File: src/hw/rtl/piecewise_bezier_path_eval_macros.svh
// Assertion macros for the piecewise Bezier path evaluator.
// Included by the top level; needs no package.
`ifndef PIECEWISE_BEZIER_PATH_EVAL_MACROS_SVH
`define PIECEWISE_BEZIER_PATH_EVAL_MACROS_SVH

// Same-cycle implication, sampled on the rising clock edge
`define PBPE_ASSERT_SAME(lbl, clk, rst, ante, cons, msg) \
   lbl: assert property (@(posedge clk) disable iff (rst) (ante) |-> (cons)) \
      else $error(msg);

// Next-cycle implication, sampled on the rising clock edge
`define PBPE_ASSERT_NEXT(lbl, clk, rst, ante, cons, msg) \
   lbl: assert property (@(posedge clk) disable iff (rst) (ante) |=> (cons)) \
      else $error(msg);

`endif

File: src/hw/rtl/pbpe_pkg.sv
// Shared types, constants and helper functions of the Bezier path evaluator.
// No dependencies; used by every module of the block.
package pbpe_pkg;

   localparam int unsigned COORD_W = 32;
   localparam int unsigned T_W     = 17;
   localparam int unsigned CNT_W   = 7;
   localparam int unsigned ENTRY_W = 6;
   localparam int unsigned SEG_W   = 7;
   localparam int unsigned CSR_IDX_W  = 2;
   localparam int unsigned CSR_DATA_W = 7;
   localparam int unsigned QW      = 34;    // de Casteljau working width
   localparam int unsigned QUEUE_DEPTH = 2;

   // Opcodes
   localparam logic OP_WRITE = 1'b0;
   localparam logic OP_EVAL  = 1'b1;

   // Register indexes
   localparam logic [CSR_IDX_W-1:0] CSR_CURVE_ORDER    = 2'd0;
   localparam logic [CSR_IDX_W-1:0] CSR_DIRECT_HANDLES = 2'd1;
   localparam logic [CSR_IDX_W-1:0] CSR_POINT_COUNT    = 2'd2;

   // Handle compression constants
   localparam logic [31:0] SAT_MAG_LIMIT = 32'd21804525; // |v| giving exponent >= 16
   localparam logic [25:0] RECIP15       = 26'd35791395; // ceil(2^29 / 15)
   localparam logic [27:0] LN2_Q24       = 28'd11629080;
   localparam logic [30:0] ONE_Q30       = 31'h4000_0000;
   localparam logic [3:0]  TAYLOR_TERMS  = 4'd12;
   localparam logic signed [33:0] ONE_Q16 = 34'sd65536;
   localparam logic [16:0] FRAC_ONE      = 17'h10000;
   localparam logic [2:0]  LERPS_CUBIC   = 3'd6;
   localparam logic [2:0]  LERPS_QUAD    = 3'd3;

   // Queue entry between front and back
   typedef struct packed {
      logic                      opcode;
      logic [ENTRY_W-1:0]        entry_index;
      logic signed [COORD_W-1:0] anchor_x;
      logic signed [COORD_W-1:0] anchor_y;
      logic signed [COORD_W-1:0] out_handle_x;
      logic signed [COORD_W-1:0] out_handle_y;
      logic signed [COORD_W-1:0] in_handle_x;
      logic signed [COORD_W-1:0] in_handle_y;
      logic [SEG_W-1:0]          seg;
      logic [T_W-1:0]            frac;
      logic                      invalid;
   } job_type;

   // One row of the point table
   typedef struct packed {
      logic signed [COORD_W-1:0] anchor_x;
      logic signed [COORD_W-1:0] anchor_y;
      logic signed [COORD_W-1:0] out_handle_x;
      logic signed [COORD_W-1:0] out_handle_y;
      logic signed [COORD_W-1:0] in_handle_x;
      logic signed [COORD_W-1:0] in_handle_y;
   } row_type;

   // Queue status toward the top level
   typedef struct packed {
      logic empty;
      logic full;
   } queue_status_type;

   typedef enum logic [3:0] {
      S_IDLE, S_READ0, S_READ1, S_CDIV, S_CREM, S_CLN, S_TMUL, S_TDIV,
      S_TFIX, S_CFIN, S_BUILD, S_LMUL, S_LADD, S_DONE
   } back_state_type;

   // floor(128 * r / 15) for r < 15
   function automatic logic [6:0] frac128_div15(input logic [3:0] r);
      logic [6:0] v;
      case (r)
         4'd0:    v = 7'd0;
         4'd1:    v = 7'd8;
         4'd2:    v = 7'd17;
         4'd3:    v = 7'd25;
         4'd4:    v = 7'd34;
         4'd5:    v = 7'd42;
         4'd6:    v = 7'd51;
         4'd7:    v = 7'd59;
         4'd8:    v = 7'd68;
         4'd9:    v = 7'd76;
         4'd10:   v = 7'd85;
         4'd11:   v = 7'd93;
         4'd12:   v = 7'd102;
         4'd13:   v = 7'd110;
         4'd14:   v = 7'd119;
         default: v = 7'd0;
      endcase
      return v;
   endfunction

   // floor((2^32 - 1) / k); the estimate is low by at most one
   function automatic logic [31:0] recip_k(input logic [3:0] k);
      logic [31:0] v;
      case (k)
         4'd1:    v = 32'd4294967295;
         4'd2:    v = 32'd2147483647;
         4'd3:    v = 32'd1431655765;
         4'd4:    v = 32'd1073741823;
         4'd5:    v = 32'd858993459;
         4'd6:    v = 32'd715827882;
         4'd7:    v = 32'd613566756;
         4'd8:    v = 32'd536870911;
         4'd9:    v = 32'd477218588;
         4'd10:   v = 32'd429496729;
         4'd11:   v = 32'd390451572;
         4'd12:   v = 32'd357913941;
         default: v = 32'd4294967295;
      endcase
      return v;
   endfunction

   // Left index of the pair reduced at each de Casteljau step
   function automatic logic [1:0] lerp_index(input logic cubic, input logic [2:0] step);
      logic [1:0] v;
      case ({cubic, step})
         4'b1_000: v = 2'd0;
         4'b1_001: v = 2'd1;
         4'b1_010: v = 2'd2;
         4'b1_011: v = 2'd0;
         4'b1_100: v = 2'd1;
         4'b1_101: v = 2'd0;
         4'b0_000: v = 2'd0;
         4'b0_001: v = 2'd1;
         4'b0_010: v = 2'd0;
         default:  v = 2'd0;
      endcase
      return v;
   endfunction

   // Saturate the working width to a 32-bit coordinate
   function automatic logic signed [COORD_W-1:0] sat32(input logic signed [QW-1:0] v);
      logic signed [COORD_W-1:0] r;
      if (v > 34'sh0_7FFF_FFFF) begin
         r = 32'sh7FFF_FFFF;
      end else if (v < -34'sh0_8000_0000) begin
         r = -32'sh8000_0000;
      end else begin
         r = v[COORD_W-1:0];
      end
      return r;
   endfunction

endpackage

File: src/hw/rtl/pbpe_front.sv
// Front end: classifies an incoming transaction and picks segment and fraction.
// Depends on pbpe_pkg.
module pbpe_front #(
   parameter int unsigned MAX_POINTS = 64
) (
   input  logic                               opcode,
   input  logic [pbpe_pkg::ENTRY_W-1:0]       entry_index,
   input  logic signed [pbpe_pkg::COORD_W-1:0] anchor_x,
   input  logic signed [pbpe_pkg::COORD_W-1:0] anchor_y,
   input  logic signed [pbpe_pkg::COORD_W-1:0] out_handle_x,
   input  logic signed [pbpe_pkg::COORD_W-1:0] out_handle_y,
   input  logic signed [pbpe_pkg::COORD_W-1:0] in_handle_x,
   input  logic signed [pbpe_pkg::COORD_W-1:0] in_handle_y,
   input  logic [pbpe_pkg::T_W-1:0]           eval_position,
   input  logic [pbpe_pkg::CNT_W-1:0]         point_count,
   output pbpe_pkg::job_type                  job
);

   localparam int unsigned CAP = (MAX_POINTS < 127) ? MAX_POINTS : 127;

   logic [pbpe_pkg::CNT_W-1:0] cnt;
   logic [pbpe_pkg::CNT_W-1:0] segs;
   logic [22:0]                pos_prod;

   // Usable anchor count and segment count
   assign cnt  = (point_count > pbpe_pkg::CNT_W'(CAP)) ? pbpe_pkg::CNT_W'(CAP) : point_count;
   assign segs = cnt - 7'd1;

   // t * segments; the integer part is the segment, the rest the fraction
   assign pos_prod = eval_position[15:0] * segs;

   always_comb begin
      job.opcode       = opcode;
      job.entry_index  = entry_index;
      job.anchor_x     = anchor_x;
      job.anchor_y     = anchor_y;
      job.out_handle_x = out_handle_x;
      job.out_handle_y = out_handle_y;
      job.in_handle_x  = in_handle_x;
      job.in_handle_y  = in_handle_y;
      job.invalid      = (cnt < 7'd2);
      // t at or above one lands on the end of the last segment
      if (eval_position[16]) begin
         job.seg  = segs - 7'd1;
         job.frac = pbpe_pkg::FRAC_ONE;
      end else begin
         job.seg  = pos_prod[22:16];
         job.frac = {1'b0, pos_prod[15:0]};
      end
   end

endmodule

File: config.mk
export PLATFORM = sky130hd
export DESIGN_NAME = pbpe_front
export DESIGN_NICKNAME = d
export VERILOG_FILES = /design/src/hw/rtl/piecewise_bezier_path_eval_macros.svh /design/src/hw/rtl/pbpe_pkg.sv /design/src/hw/rtl/pbpe_front.sv
export SDC_FILE = /design/constraint.sdc
export NUM_CORES = 1
export LEC_CHECK = 0
export ABC_AREA = 1
export BUFFER_PORTS_ARGS = -buffer_cell sky130_fd_sc_hd__clkbuf_2
export CAP_MARGIN = 20
export CORE_AREA = 2 2 173 175
export DETAILED_ROUTE_END_ITERATION = 6
export DIE_AREA = 0 0 175 177
export PLACE_DENSITY_LB_ADDON = 0.05
export SYNTH_ARGS = -nofsm -noshare
export SYNTH_HDL_FRONTEND = slang
export SYNTH_SLANG_ARGS = --single-unit
File: constraint.sdc
create_clock -name vclk -period 6.6
set_input_delay 0.33 -clock vclk [all_inputs]
set_output_delay 0.33 -clock vclk [all_outputs]
set_load 0.1 [all_outputs]
==> impl_metrics.sql <==
INSERT INTO impl_metrics (metric_group, metric, value, unit) VALUES
('outcome', 'status', 'completed', ''),
('logic_synthesis', 'synthesis.instances', '807', ''),
('hold_path', 'worstHoldPathType', 'input port to output port', ''),
('sta', 'slew_headroom', '0.625', ''),
('layout', 'multiInputGateArea', '3570', 'um^2'),
('power', 'switchingPower', '2.42', 'mW'),
('grt', 'grt_max_degree', '18', ''),
('grt', 'grt_pass1_vias', '4631', ''),
('sta', 'fmaxAchievable', '0.160', 'GHz'),
('logic_synthesis', 'postSynthAreaPerCell', '6.94', 'um^2'),
('sta', 'timing_hold_violations_final', '0', ''),
('floorplanning', 'fp-row-count', '63', ''),
('power', 'switching_share', '0.678', ''),
('logic_synthesis', 'seq_area_frac_synth', '0', ''),
('power', 'p_total', '3.57', 'mW'),
('floorplanning', 'dieArea', '31000', 'um^2'),
('grt', 'wire_length_of_the_first_global_routing_pass', '29.9', 'mm'),
('layout', 'n_clock_buffer', '0', ''),
('grt', 'grt_antenna_before_repair', '0', ''),
('floorplanning', 'die_width', '175', 'um'),
('critical_path', 'cp_slowest_stage_delay', '0.57', 'ns'),
('critical_path', 'timing.critical_path.arrival', '5.94', 'ns'),
('placed_design', 'placed_cell_area', '5110', 'um^2'),
('placed_design', 'buffer_ports.inserted', '49', ''),
('logic_synthesis', 'post_synth_num_cell_types', '36', ''),
('critical_path', 'critical-path-slowest-cell', 'fa_1', ''),
('sta', 'final.period_utilization', '0.950', ''),
('layout', 'layout_common_cells', '131 x inv_1, 112 x nor2_1, 112 x nand2_1', ''),
('layout', 'final_common_cell', 'inv_1', ''),
('placed_design', 'gp_congestion', '0.747', ''),
('routing', 'post-route-drc-count', '0', ''),
('critical_path', 'cp_max_fo', '10', ''),
('layout', 'finalCoreUtilization', '0.176', ''),
('critical_path', 'critPathLaunchType', 'input port', ''),
('run', 'maxCapViolCount', '0', ''),
('sta', 'setup_violations', '0', ''),
('critical_path', 'sort_of_element_at_the_end_of_the_critical_path', 'output port', ''),
('sta', 'drv_slew', '0', ''),
('layout', 'layout.sequential_cells', '0', ''),
('layout', 'antenna_cells', '0', ''),
('layout', 'sequential_cell_area', '0', 'um^2'),
('power', 'share_clk_of_total_power', '0', ''),
('placed_design', 'dp_hpwl', '17.5', 'mm'),
('logic_synthesis', 'synth_net_count', '1144', ''),
('floorplanning', 'die-height', '177', 'um'),
('sta', 'setup_ws', '0.332', 'ns'),
('grt', 'grtUsageTotal', '0.127', ''),
('routing', 'ant_nets', '0', ''),
('power', 'power_frac_comb', '1.000', ''),
('sta', 'whs', '0.660', 'ns'),
('logic_synthesis', 'netlist.top_cell.by_area', 'buf_4', ''),
('placed_design', 'detailedPlace.worstSlack', '-0.272', 'ns'),
('floorplanning', 'start_util', '0.191', ''),
('routing', 'routed_wl', '19.6', 'mm'),
('critical_path', 'timing_worst_setup_path_type', 'input port to output port', ''),
('floorplanning', 'num_io_pins', '447', ''),
('layout', 'post_route_cells_drive_above_1_share', '0.131', ''),
('routing', 'firstDrtPassIters', '4', ''),
('power', 'internal-power', '1.15', 'mW'),
('grt', 'global_route.overflow_total', '0', ''),
('layout', 'final_area', '5160', 'um^2'),
('layout', 'area_delta_synth_final', '-7.87', '%'),
('power', 'seqPwrFrac', '0', ''),
('routing', 'post_drt_via_cell_ratio', '3.88', ''),
('routing', 'wire_per_inst', '18.7', 'um'),
('logic_synthesis', 'synth_area', '5600', 'um^2'),
('power', 'peakVddDrop', '0.000927', 'V'),
('power', 'leakage', '2.70', 'nW'),
('routing', 'drt_iter0_markers', '150', ''),
('routing', 'vias', '4050', ''),
('layout', 'design.final.nets', '994', ''),
('logic_synthesis', 'synth-warning-count', '0', ''),
('power', 'powerDensity', '692', 'nW/um^2'),
('layout', 'fillers', '3341', ''),
('sta', 'clock_period_minus_final_worst_setup_slack', '6.27', 'ns'),
('sta', 'timing_worst_slew_pin_value', '0.565', 'ns'),
('critical_path', 'cpLargestDelayFamily', 'adder cells', ''),
('floorplanning', 'core_area', '29200', 'um^2'),
('logic_synthesis', 'synth_top_cells_by_area', 'buf_4 27%, fa_1 25%, ha_1 10%, inv_1 8.9%, nor2_1 7.8%', ''),
('logic_synthesis', 'post-synth-top-area-fraction', '0.268', ''),
('critical_path', 'worst_ep_required_time', '6.27', 'ns'),
('critical_path', 'critPathBufInv', '6', '');
[layout make-up]
class / count / area share
multi-input combinational: 459 / 0.692
timing repair buffer: 59 / 0.112
inverter: 137 / 0.102
tap: 390 / 0.0946
[power by group through the flow]
stage          registers, mW  logic, mW  clock network, mW
6_report                   0       3.57                  0
5_1_grt                    0       3.93                  0
3_3_place_gp               0       3.64                  0
3_5_place_dp               0       3.58                  0
4_1_cts                    0       3.61                  0
2_1_floorplan              0       2.95                  0
[kinds of logic after synthesis]
| logic type | synth area share |
|---|---|
| xor+xnor | 0.0203 |
| buf+inv | 0.370 |
| simple gates | 0.207 |
| compound gates | 0.0557 |
| fa+ha+maj | 0.347 |
[final timing paths]
path,start,end,slack [ns],depth (start not counted)
min,out_handle_x[1],job[122],0.66,0
max,point_count[5],job[20],0.33,26
[Yosys cell counts (2+ instances only)]
master,number
inv_1,133
inv_2,4
a211oi_1,2
nor4_1,3
a21oi_1,22
a21o_1,3
and2_1,2
buf_2,5
nor3_1,3
ha_1,45
nand3b_1,2
xnor2_1,6
o21ai_0,20
nand2_1,112
buf_4,200
xor2_1,2
o21ai_2,2
nand3_1,25
nor2_1,116
nand4_1,10
o21ai_1,2
o21bai_1,2
fa_1,69
clkbuf_1,5
[per-stage QoR]
step | instances | setup TNS (ns)
floorplan | 807 | -0.226
global placement | 1044 | -0.751
detailed placement | 1044 | -0.838
CTS | 1044 | 0
global route | 1045 | -0.0102
finish | 1045 | 0
[metal layers]
layer  up-vias  GRT usage  part of all wire  wire length, um
met5         -          0                 0                0
li1       1944          -                 -                -
met4         0     0.0285             0.023              458
met1      1909      0.160              0.43             8450
met2       139      0.224              0.48             9470
met3        58     0.0243             0.060             1180
[timing repair]
action / 4_1_cts / 5_1_grt
hold buffers: 0 / 0
endpoints found under the setup margin: 6 / 8
pin swaps: 0 / 1
gates resized for setup: 1 / 12
buffers inserted: 0 / 1
Note: power is estimated with default switching activity, not from simulation.
