**config.mk**
```make
export PLATFORM = sky130hd
export DESIGN_NAME = pbpe_queue
export DESIGN_NICKNAME = d
export VERILOG_FILES = /design/src/hw/rtl/piecewise_bezier_path_eval_macros.svh /design/src/hw/rtl/pbpe_pkg.sv /design/src/hw/rtl/pbpe_queue.sv
export SDC_FILE = /design/constraint.sdc
export NUM_CORES = 1
export LEC_CHECK = 0
export BUFFER_PORTS_ARGS = -buffer_cell sky130_fd_sc_hd__buf_2
export CORE_MARGIN = 1
export CORE_UTILIZATION = 35
export DETAILED_ROUTE_END_ITERATION = 7
export PLACE_DENSITY = 0.55
export SLEW_MARGIN = 40
export SYNTH_ARGS = -nofsm -noshare
export SYNTH_HDL_FRONTEND = slang
export SYNTH_SLANG_ARGS = --single-unit
```
**constraint.sdc**
```tcl
create_clock -name clock -period 17.7 [get_ports clock]
set_clock_uncertainty 0.2 [all_clocks]
set_input_delay 2.655 -clock clock [delete_from_list [all_inputs] [get_ports clock]]
set_output_delay 2.655 -clock clock [all_outputs]
set_load 0.05 [all_outputs]
```
**src/hw/rtl/piecewise_bezier_path_eval_macros.svh**
```systemverilog
// Assertion macros for the piecewise Bezier path evaluator.
// Included by the top level; needs no package.
`ifndef PIECEWISE_BEZIER_PATH_EVAL_MACROS_SVH
`define PIECEWISE_BEZIER_PATH_EVAL_MACROS_SVH

// Same-cycle implication, sampled on the rising clock edge
`define PBPE_ASSERT_SAME(lbl, clk, rst, ante, cons, msg) \
   lbl: assert property (@(posedge clk) disable iff (rst) (ante) |-> (cons)) \
      else $error(msg);

// Next-cycle implication, sampled on the rising clock edge
`define PBPE_ASSERT_NEXT(lbl, clk, rst, ante, cons, msg) \
   lbl: assert property (@(posedge clk) disable iff (rst) (ante) |=> (cons)) \
      else $error(msg);

`endif

```
**src/hw/rtl/pbpe_pkg.sv**
```systemverilog
// Shared types, constants and helper functions of the Bezier path evaluator.
// No dependencies; used by every module of the block.
package pbpe_pkg;

   localparam int unsigned COORD_W = 32;
   localparam int unsigned T_W     = 17;
   localparam int unsigned CNT_W   = 7;
   localparam int unsigned ENTRY_W = 6;
   localparam int unsigned SEG_W   = 7;
   localparam int unsigned CSR_IDX_W  = 2;
   localparam int unsigned CSR_DATA_W = 7;
   localparam int unsigned QW      = 34;    // de Casteljau working width
   localparam int unsigned QUEUE_DEPTH = 2;

   // Opcodes
   localparam logic OP_WRITE = 1'b0;
   localparam logic OP_EVAL  = 1'b1;

   // Register indexes
   localparam logic [CSR_IDX_W-1:0] CSR_CURVE_ORDER    = 2'd0;
   localparam logic [CSR_IDX_W-1:0] CSR_DIRECT_HANDLES = 2'd1;
   localparam logic [CSR_IDX_W-1:0] CSR_POINT_COUNT    = 2'd2;

   // Handle compression constants
   localparam logic [31:0] SAT_MAG_LIMIT = 32'd21804525; // |v| giving exponent >= 16
   localparam logic [25:0] RECIP15       = 26'd35791395; // ceil(2^29 / 15)
   localparam logic [27:0] LN2_Q24       = 28'd11629080;
   localparam logic [30:0] ONE_Q30       = 31'h4000_0000;
   localparam logic [3:0]  TAYLOR_TERMS  = 4'd12;
   localparam logic signed [33:0] ONE_Q16 = 34'sd65536;
   localparam logic [16:0] FRAC_ONE      = 17'h10000;
   localparam logic [2:0]  LERPS_CUBIC   = 3'd6;
   localparam logic [2:0]  LERPS_QUAD    = 3'd3;

   // Queue entry between front and back
   typedef struct packed {
      logic                      opcode;
      logic [ENTRY_W-1:0]        entry_index;
      logic signed [COORD_W-1:0] anchor_x;
      logic signed [COORD_W-1:0] anchor_y;
      logic signed [COORD_W-1:0] out_handle_x;
      logic signed [COORD_W-1:0] out_handle_y;
      logic signed [COORD_W-1:0] in_handle_x;
      logic signed [COORD_W-1:0] in_handle_y;
      logic [SEG_W-1:0]          seg;
      logic [T_W-1:0]            frac;
      logic                      invalid;
   } job_type;

   // One row of the point table
   typedef struct packed {
      logic signed [COORD_W-1:0] anchor_x;
      logic signed [COORD_W-1:0] anchor_y;
      logic signed [COORD_W-1:0] out_handle_x;
      logic signed [COORD_W-1:0] out_handle_y;
      logic signed [COORD_W-1:0] in_handle_x;
      logic signed [COORD_W-1:0] in_handle_y;
   } row_type;

   // Queue status toward the top level
   typedef struct packed {
      logic empty;
      logic full;
   } queue_status_type;

   typedef enum logic [3:0] {
      S_IDLE, S_READ0, S_READ1, S_CDIV, S_CREM, S_CLN, S_TMUL, S_TDIV,
      S_TFIX, S_CFIN, S_BUILD, S_LMUL, S_LADD, S_DONE
   } back_state_type;

   // floor(128 * r / 15) for r < 15
   function automatic logic [6:0] frac128_div15(input logic [3:0] r);
      logic [6:0] v;
      case (r)
         4'd0:    v = 7'd0;
         4'd1:    v = 7'd8;
         4'd2:    v = 7'd17;
         4'd3:    v = 7'd25;
         4'd4:    v = 7'd34;
         4'd5:    v = 7'd42;
         4'd6:    v = 7'd51;
         4'd7:    v = 7'd59;
         4'd8:    v = 7'd68;
         4'd9:    v = 7'd76;
         4'd10:   v = 7'd85;
         4'd11:   v = 7'd93;
         4'd12:   v = 7'd102;
         4'd13:   v = 7'd110;
         4'd14:   v = 7'd119;
         default: v = 7'd0;
      endcase
      return v;
   endfunction

   // floor((2^32 - 1) / k); the estimate is low by at most one
   function automatic logic [31:0] recip_k(input logic [3:0] k);
      logic [31:0] v;
      case (k)
         4'd1:    v = 32'd4294967295;
         4'd2:    v = 32'd2147483647;
         4'd3:    v = 32'd1431655765;
         4'd4:    v = 32'd1073741823;
         4'd5:    v = 32'd858993459;
         4'd6:    v = 32'd715827882;
         4'd7:    v = 32'd613566756;
         4'd8:    v = 32'd536870911;
         4'd9:    v = 32'd477218588;
         4'd10:   v = 32'd429496729;
         4'd11:   v = 32'd390451572;
         4'd12:   v = 32'd357913941;
         default: v = 32'd4294967295;
      endcase
      return v;
   endfunction

   // Left index of the pair reduced at each de Casteljau step
   function automatic logic [1:0] lerp_index(input logic cubic, input logic [2:0] step);
      logic [1:0] v;
      case ({cubic, step})
         4'b1_000: v = 2'd0;
         4'b1_001: v = 2'd1;
         4'b1_010: v = 2'd2;
         4'b1_011: v = 2'd0;
         4'b1_100: v = 2'd1;
         4'b1_101: v = 2'd0;
         4'b0_000: v = 2'd0;
         4'b0_001: v = 2'd1;
         4'b0_010: v = 2'd0;
         default:  v = 2'd0;
      endcase
      return v;
   endfunction

   // Saturate the working width to a 32-bit coordinate
   function automatic logic signed [COORD_W-1:0] sat32(input logic signed [QW-1:0] v);
      logic signed [COORD_W-1:0] r;
      if (v > 34'sh0_7FFF_FFFF) begin
         r = 32'sh7FFF_FFFF;
      end else if (v < -34'sh0_8000_0000) begin
         r = -32'sh8000_0000;
      end else begin
         r = v[COORD_W-1:0];
      end
      return r;
   endfunction

endpackage

```
**src/hw/rtl/pbpe_queue.sv**
```systemverilog
// Two-entry queue between front and back end.
// Depends on pbpe_pkg.
module pbpe_queue (
   input  logic                       clock,
   input  logic                       reset,
   input  logic                       push,
   input  pbpe_pkg::job_type          push_data,
   input  logic                       pop,
   output pbpe_pkg::job_type          pop_data,
   output pbpe_pkg::queue_status_type status
);

   pbpe_pkg::job_type slot_ff [pbpe_pkg::QUEUE_DEPTH];
   logic       wr_ptr_ff, wr_ptr_in;
   logic       rd_ptr_ff, rd_ptr_in;
   logic [1:0] count_ff, count_in;

   assign pop_data     = slot_ff[rd_ptr_ff];
   assign status.empty = (count_ff == 2'd0);
   assign status.full  = (count_ff == 2'(pbpe_pkg::QUEUE_DEPTH));

   // Pointer and fill count update
   always_comb begin
      wr_ptr_in = push ? ~wr_ptr_ff : wr_ptr_ff;
      rd_ptr_in = pop  ? ~rd_ptr_ff : rd_ptr_ff;
      count_in  = count_ff + 2'(push) - 2'(pop);
   end

   always_ff @(posedge clock) begin
      if (reset) begin
         wr_ptr_ff <= 1'b0;
         rd_ptr_ff <= 1'b0;
         count_ff  <= 2'd0;
      end else begin
         wr_ptr_ff <= wr_ptr_in;
         rd_ptr_ff <= rd_ptr_in;
         count_ff  <= count_in;
      end
   end

   // Payload slots
   always_ff @(posedge clock) begin
      if (push) begin
         slot_ff[wr_ptr_ff] <= push_data;
      end
   end

endmodule

```
==> impl_metrics.env, run 1 <==
export IMPL_ctsHoldBuffers=0
export IMPL_dpl_cell_area_um2=20000
export IMPL_die_w_um=223
export IMPL_pin_count=454
export IMPL_dp_cells=1774
export IMPL_port_buffer_count=453
export IMPL_hold_path_depth=2
export IMPL_crit_type="flip-flop to primary output"
export IMPL_fin_ws_ps=11620
export IMPL_synth_area_um2=17000
export IMPL_grt_pass1_wl_um=52400
export IMPL_grt_overflow_total=0
export IMPL_finish_utilization_pct=45.0
export IMPL_drtAntennaViolNets=0
export IMPL_power_leakage_uw=0.00835
export IMPL_htree_levels=2
export IMPL_critPathRequiredTime_ps=14850
export IMPL_finalWirelength_um=35800
export IMPL_area_growth_syn_to_layout_pct=26.3
export IMPL_cts_buffers=47
export IMPL_rrSetupSlack_ps=14930
export IMPL_dp_hpwl_um=24600
export IMPL_grt_pass1_vias=8593
export IMPL_syn_inst=718
export IMPL_final_hold_viol_count=0
export IMPL_critPathMaxFanout=59
export IMPL_synthesis_nets=948
export IMPL_cts_root_buf="clkbuf_16"
export IMPL_clk_pin_slew_ps=60
export IMPL_first_pass_iters=6
export IMPL_cts_tree="done"
export IMPL_dieArea_um2=49600
export IMPL_reg2reg_to="slot_ff[1][93]"
export IMPL_hold_path_class="flip-flop to flip-flop"
export IMPL_final_setup_tns_ps=0
export IMPL_grt_usage_pct=14.1
export IMPL_timing_rr_start="wr_ptr_ff"
export IMPL_instances_no_fill=1866
export IMPL_clkLatencyLatePin_ps=560
export IMPL_drt_iter0_drc=405
export IMPL_ys_seq_area_share_pct=79.6
export IMPL_outcome="finished, final reports clean"
export IMPL_layout_worst_path_cycle_share_pct=34.3
export IMPL_vias=8354
export IMPL_worstSetupStartpointType="flip-flop"
export IMPL_cts_buffer_depth=3
export IMPL_dp_slack_ps=12080
export IMPL_initial_core_util_pct=35.6
export IMPL_viasPerCell=4.48
export IMPL_worstRegToRegCells=3
export IMPL_core_area_um2=47800
export IMPL_peakVddDrop_mv=0.0871
export IMPL_worstHoldStart="rd_ptr_ff"
export IMPL_fillCellCount=4208
export IMPL_die_h_um=223
export IMPL_min_period_ps=6080
export IMPL_cp_end_kind="primary output"
export IMPL_power_density_nw_per_um2=124
export IMPL_clkSinkCount=453
export IMPL_maxSlewHeadroom_pct=48.5
export IMPL_cts_setup_buffers=0
export IMPL_row_count=80
export IMPL_post_cts_resized=0
export IMPL_worst_slew_pin_slew_ps=772
export IMPL_ys_types=13
export IMPL_wl_per_cell_um=19.2
export IMPL_grt_max_degree=71
export IMPL_syn_area_per_cell_um2=23.7
export IMPL_setup_viol=0
export IMPL_maxCapViolCount=0
export IMPL_clock_fmax_mhz=165
export IMPL_finish_instance_area_um2=21500
export IMPL_final_nets=1438
export IMPL_synth_seq_cells=453
export IMPL_antenna_found_initial=8
export IMPL_rsz0062_at_grt="false"
export IMPL_yosysWarnings=0
export IMPL_layout_drive_gt1_share_pct=60.7
export IMPL_route_detailed_drc=0
export IMPL_place_congestion=0.755
export IMPL_drv_slew=0
export IMPL_cp_arrival_ps=3220
export IMPL_seqCellArea_um2=13600
export IMPL_multiInputGateArea_um2=3240
## cell usage in the layout, fill, tap and decap left out, types with 2 or more instances in the layout
master / count
mux2_4: 160
buf_12: 2
clkinv_1: 19
buf_4: 2
xnor2_1: 2
clkbuf_1: 4
edfxtp_1: 448
clkbuf_16: 49
buf_16: 2
nor2_1: 5
inv_1: 2
ha_1: 2
dfxtp_1: 4
buf_6: 7
diode_2: 6
mux2_2: 64
clkinv_2: 9
buf_2: 453
bufinv_16: 3
nor2b_1: 2
## power by group
group,switching (uW),internal [uW],total (uW)
logic,322,146,468
clock network,386,544,930
registers,17.9,1250,1270
total,726,1940,2670
## state kept, by name (all words and copies together), names as in the netlist, named ones only
signal     flops
rd_ptr_ff      1
slot_ff      448
wr_ptr_ff      1
count_ff       2
## worst max-delay path by stage
stage | cells after the start | endpoint | slack (ps)
3_5_place_dp | 4 | slot_ff[1][102] | 12080
3_3_place_gp | 4 | pop_data[223] | 11420
4_1_cts | 5 | pop_data[108] | 11530
2_1_floorplan | 1 | slot_ff[0][0] | 4360
6_report | 5 | pop_data[108] | 11620
5_1_grt | 5 | pop_data[140] | 11430
## cell type report
cell class	count	area share, %
Clock inverter	33	1.04
Sequential cell	453	63.0
Inverter	2	0.0349
Tap cell	615	3.58
Antenna cell	6	0.0698
Timing Repair Buffer	466	11.4
Multi-Input combinational cell	238	15.1
Clock buffer	53	5.77
## through the flow
stage | hold WS, ps | total power, uW
global placement | 310 | 1760
finish | 321 | 2670
CTS | 332 | 2710
global route | 361 | 2770
detailed placement | 310 | 1770
floorplan | 280 | 1670
## critical path, stage by stage (launching register included)
cell and delay, ps:
dfxtp_4 600, buf_6 650, buf_4 470, buf_12 310, mux2_4 330, buf_2 210
## synthesized netlist by cell type, drive strengths merged
cell      n  share of area [%]
edfxtp  448                 79
mux2    224                 18
buf      25                1.4
dfxtp     5               0.59
nor2      5               0.11
nor2b     3               0.11
ha        2               0.15
inv       2              0.044
xnor2     2               0.10
and2      1              0.037
xnor3     1               0.13
## cell families after synthesis
group	after synthesis	share of synthesized area [%]
XOR/XNOR	3	0.235
adder cells (fa/ha/maj)	2	0.147
buffers and inverters	27	1.48
flip-flops	453	79.6
multiplexers	224	18.3
AND/OR/NAND/NOR	9	0.257
## routing by layer
metal / global-route usage, % / vias to the layer above / wire length, um
li1: - / 3856 / -
met1: 16.1 / 4149 / 13900
met2: 24.4 / 282 / 18300
met3: 5.13 / 61 / 2830
met4: 4.58 / 6 / 778
met5: 0 / - / 34
No activity file was read; power rests on OpenSTA's default activity.
==> run 2, diff against run 1 <==
- clock period: 17.7 -> 5.65 ns (I/O delays scaled with it)
==> run 2 against run 1 <==
  * Combinational power grew to 3.1 times the previous value
  * Clock-buffer cell count is 12 higher
  * Critical path depth is 1 lower
  * Core utilization is 0.25 points higher
  * Routed wire length is 0.37% higher
  * Worst hold slack worse by 62 ps
  * Worst setup slack worse by 9600 ps
  * Global-route usage hardly changed
  * Critical endpoint is now pop_data[211]
  * Sequential power grew to 3.1 times the previous value
  * Critical path type unchanged
  * Highest routed layer unchanged
  * Sequential share of layout area is 0.34 points lower
  * Final cell count hardly changed
  * Non-clock buffer count is 2 higher
==> impl_metrics.env, run 2 (synthesis results as in run 1) <==
export IMPL_htree_levels=2
export IMPL_final_setup_tns_ps=0
export IMPL_cp_end_kind="primary output"
export IMPL_power_leakage_uw=0.00839
export IMPL_clock_fmax_mhz=274
export IMPL_worstRegToRegCells=2
export IMPL_layout_worst_path_cycle_share_pct=64.7
export IMPL_min_period_ps=3650
export IMPL_rrSetupSlack_ps=3470
export IMPL_rsz0062_at_grt="false"
export IMPL_outcome="finished, final reports clean"
export IMPL_clkLatencyLatePin_ps=570
export IMPL_largestRegisters="slot_ff x448, count_ff x2"
export IMPL_dp_hpwl_um=24400
export IMPL_cp_arrival_ps=2610
export IMPL_worstHoldStart="push_data[216]"
export IMPL_route_detailed_drc=0
export IMPL_critPathMaxFanout=54
export IMPL_core_area_um2=47800
export IMPL_cts_buffer_depth=3
export IMPL_power_density_nw_per_um2=395
export IMPL_cts_tree="done"
export IMPL_finalWirelength_um=35900
export IMPL_first_pass_iters=5
export IMPL_pin_count=454
export IMPL_grt_usage_pct=14.1
export IMPL_dieArea_um2=49600
export IMPL_die_w_um=223
export IMPL_grt_overflow_total=0
export IMPL_post_cts_resized=0
export IMPL_ctsHoldBuffers=0
export IMPL_cts_buffers=48
export IMPL_regMostFlops="slot_ff"
export IMPL_place_congestion=0.755
export IMPL_grt_pass1_vias=8706
export IMPL_layout_commonest_cell="buf_2"
export IMPL_peakVddDrop_mv=0.329
export IMPL_hold_path_class="primary input to flip-flop"
export IMPL_worst_slew_pin_slew_ps=691
export IMPL_row_count=80
export IMPL_die_h_um=223
export IMPL_layout_common_cells="453 x buf_2, 448 x edfxtp_1, 160 x mux2_4"
export IMPL_reg2reg_to="slot_ff[0][205]"
export IMPL_vias=8380
export IMPL_final_nets=1441
export IMPL_fillCellCount=4211
export IMPL_wl_per_cell_um=19.2
export IMPL_setup_viol=0
export IMPL_dp_cells=1776
export IMPL_timing_rr_start="wr_ptr_ff"
export IMPL_finish_utilization_pct=45.2
export IMPL_critPathRequiredTime_ps=4600
export IMPL_instances_no_fill=1867
export IMPL_drtAntennaViolNets=0
export IMPL_hold_slack_ps=259
export IMPL_grt_pass1_wl_um=52300
export IMPL_cts_root_buf="clkbuf_16"
export IMPL_layout_drive_gt1_share_pct=60.8
export IMPL_clk_pin_slew_ps=60
export IMPL_maxCapViolCount=0
export IMPL_grt_max_degree=106
export IMPL_viasPerCell=4.49
export IMPL_initial_core_util_pct=35.6
export IMPL_antenna_found_initial=3
export IMPL_crit_type="flip-flop to primary output"
export IMPL_drv_slew=0
export IMPL_port_buffer_count=453
export IMPL_drt_iter0_drc=352
export IMPL_area_growth_syn_to_layout_pct=27.0
export IMPL_final_hold_viol_count=0
export IMPL_hold_path_endpoint="slot_ff[0][216]"
export IMPL_largest_reg_flops=448
export IMPL_hold_path_depth=1
export IMPL_cts_setup_buffers=0
export IMPL_worstSetupStartpointType="flip-flop"
export IMPL_clkSinkCount=453
export IMPL_maxSlewHeadroom_pct=53.8
==> run 2: cell types whose count changed in the layout (fill, tap and decap cells not counted), sizes merged <==
cell	change
diode	-4
bufinv	+2
clkinvlp	+1
inv	+2
clkbuf	+12
clkinv	-14
buf	+2
==> run 2: final cells by class <==
cell class | count | area (um2) | area share [%]
Multi-Input combinational cell | 238 | 3240 | 15.0
Sequential cell | 453 | 13600 | 62.7
Antenna cell | 2 | 5.00 | 0.0231
Inverter | 2 | 7.51 | 0.0347
Timing Repair Buffer | 468 | 2490 | 11.5
Clock buffer | 65 | 1310 | 6.04
Tap cell | 615 | 769 | 3.56
Clock inverter | 24 | 249 | 1.15
==> run 2: worst max-delay path by stage <==
| stage | cells past startpoint | end | from | slack [ps] |
|---|---|---|---|---|
| 4_1_cts | 4 | pop_data[53] | flip-flop | 1910 |
| 3_3_place_gp | 3 | pop_data[211] | flip-flop | 2450 |
| 3_5_place_dp | 4 | pop_data[211] | flip-flop | 2550 |
| 5_1_grt | 4 | pop_data[211] | flip-flop | 1870 |
| 2_1_floorplan | 1 | slot_ff[0][0] | push | 820 |
| 6_report | 4 | pop_data[211] | flip-flop | 2000 |
==> run 2: power by group <==
part,internal (uW),switching [uW],total [uW]
logic,459,1010,1470
registers,3930,57.4,3990
clock network,1850,1240,3090
==> run 2: metrics by stage <==
step	worst slack (ps)	total power [uW]	area, um2
after global routing	1870	8840	21600
after global placement	2450	5520	20000
after detailed placement	2550	5540	20100
after floorplan	816	5190	17000
final	2000	8540	21600
after CTS	1910	8660	21600
==> run 2: per-layer routing <==
layer  global-route usage (%)  up-vias  part of all wire, %
li1                         -     3852                    -
met1                     16.5     4199                   40
met3                     3.90       56                  6.4
met4                     5.78        4                  2.6
met5                        0        -                0.064
met2                     24.3      269                   51
==> run 2: critical path, cell delays in order (launching register included) <==
cell and delay (ps):
dfxtp_4 680, buf_12 280, buf_12 390, mux2_4 360, buf_2 220
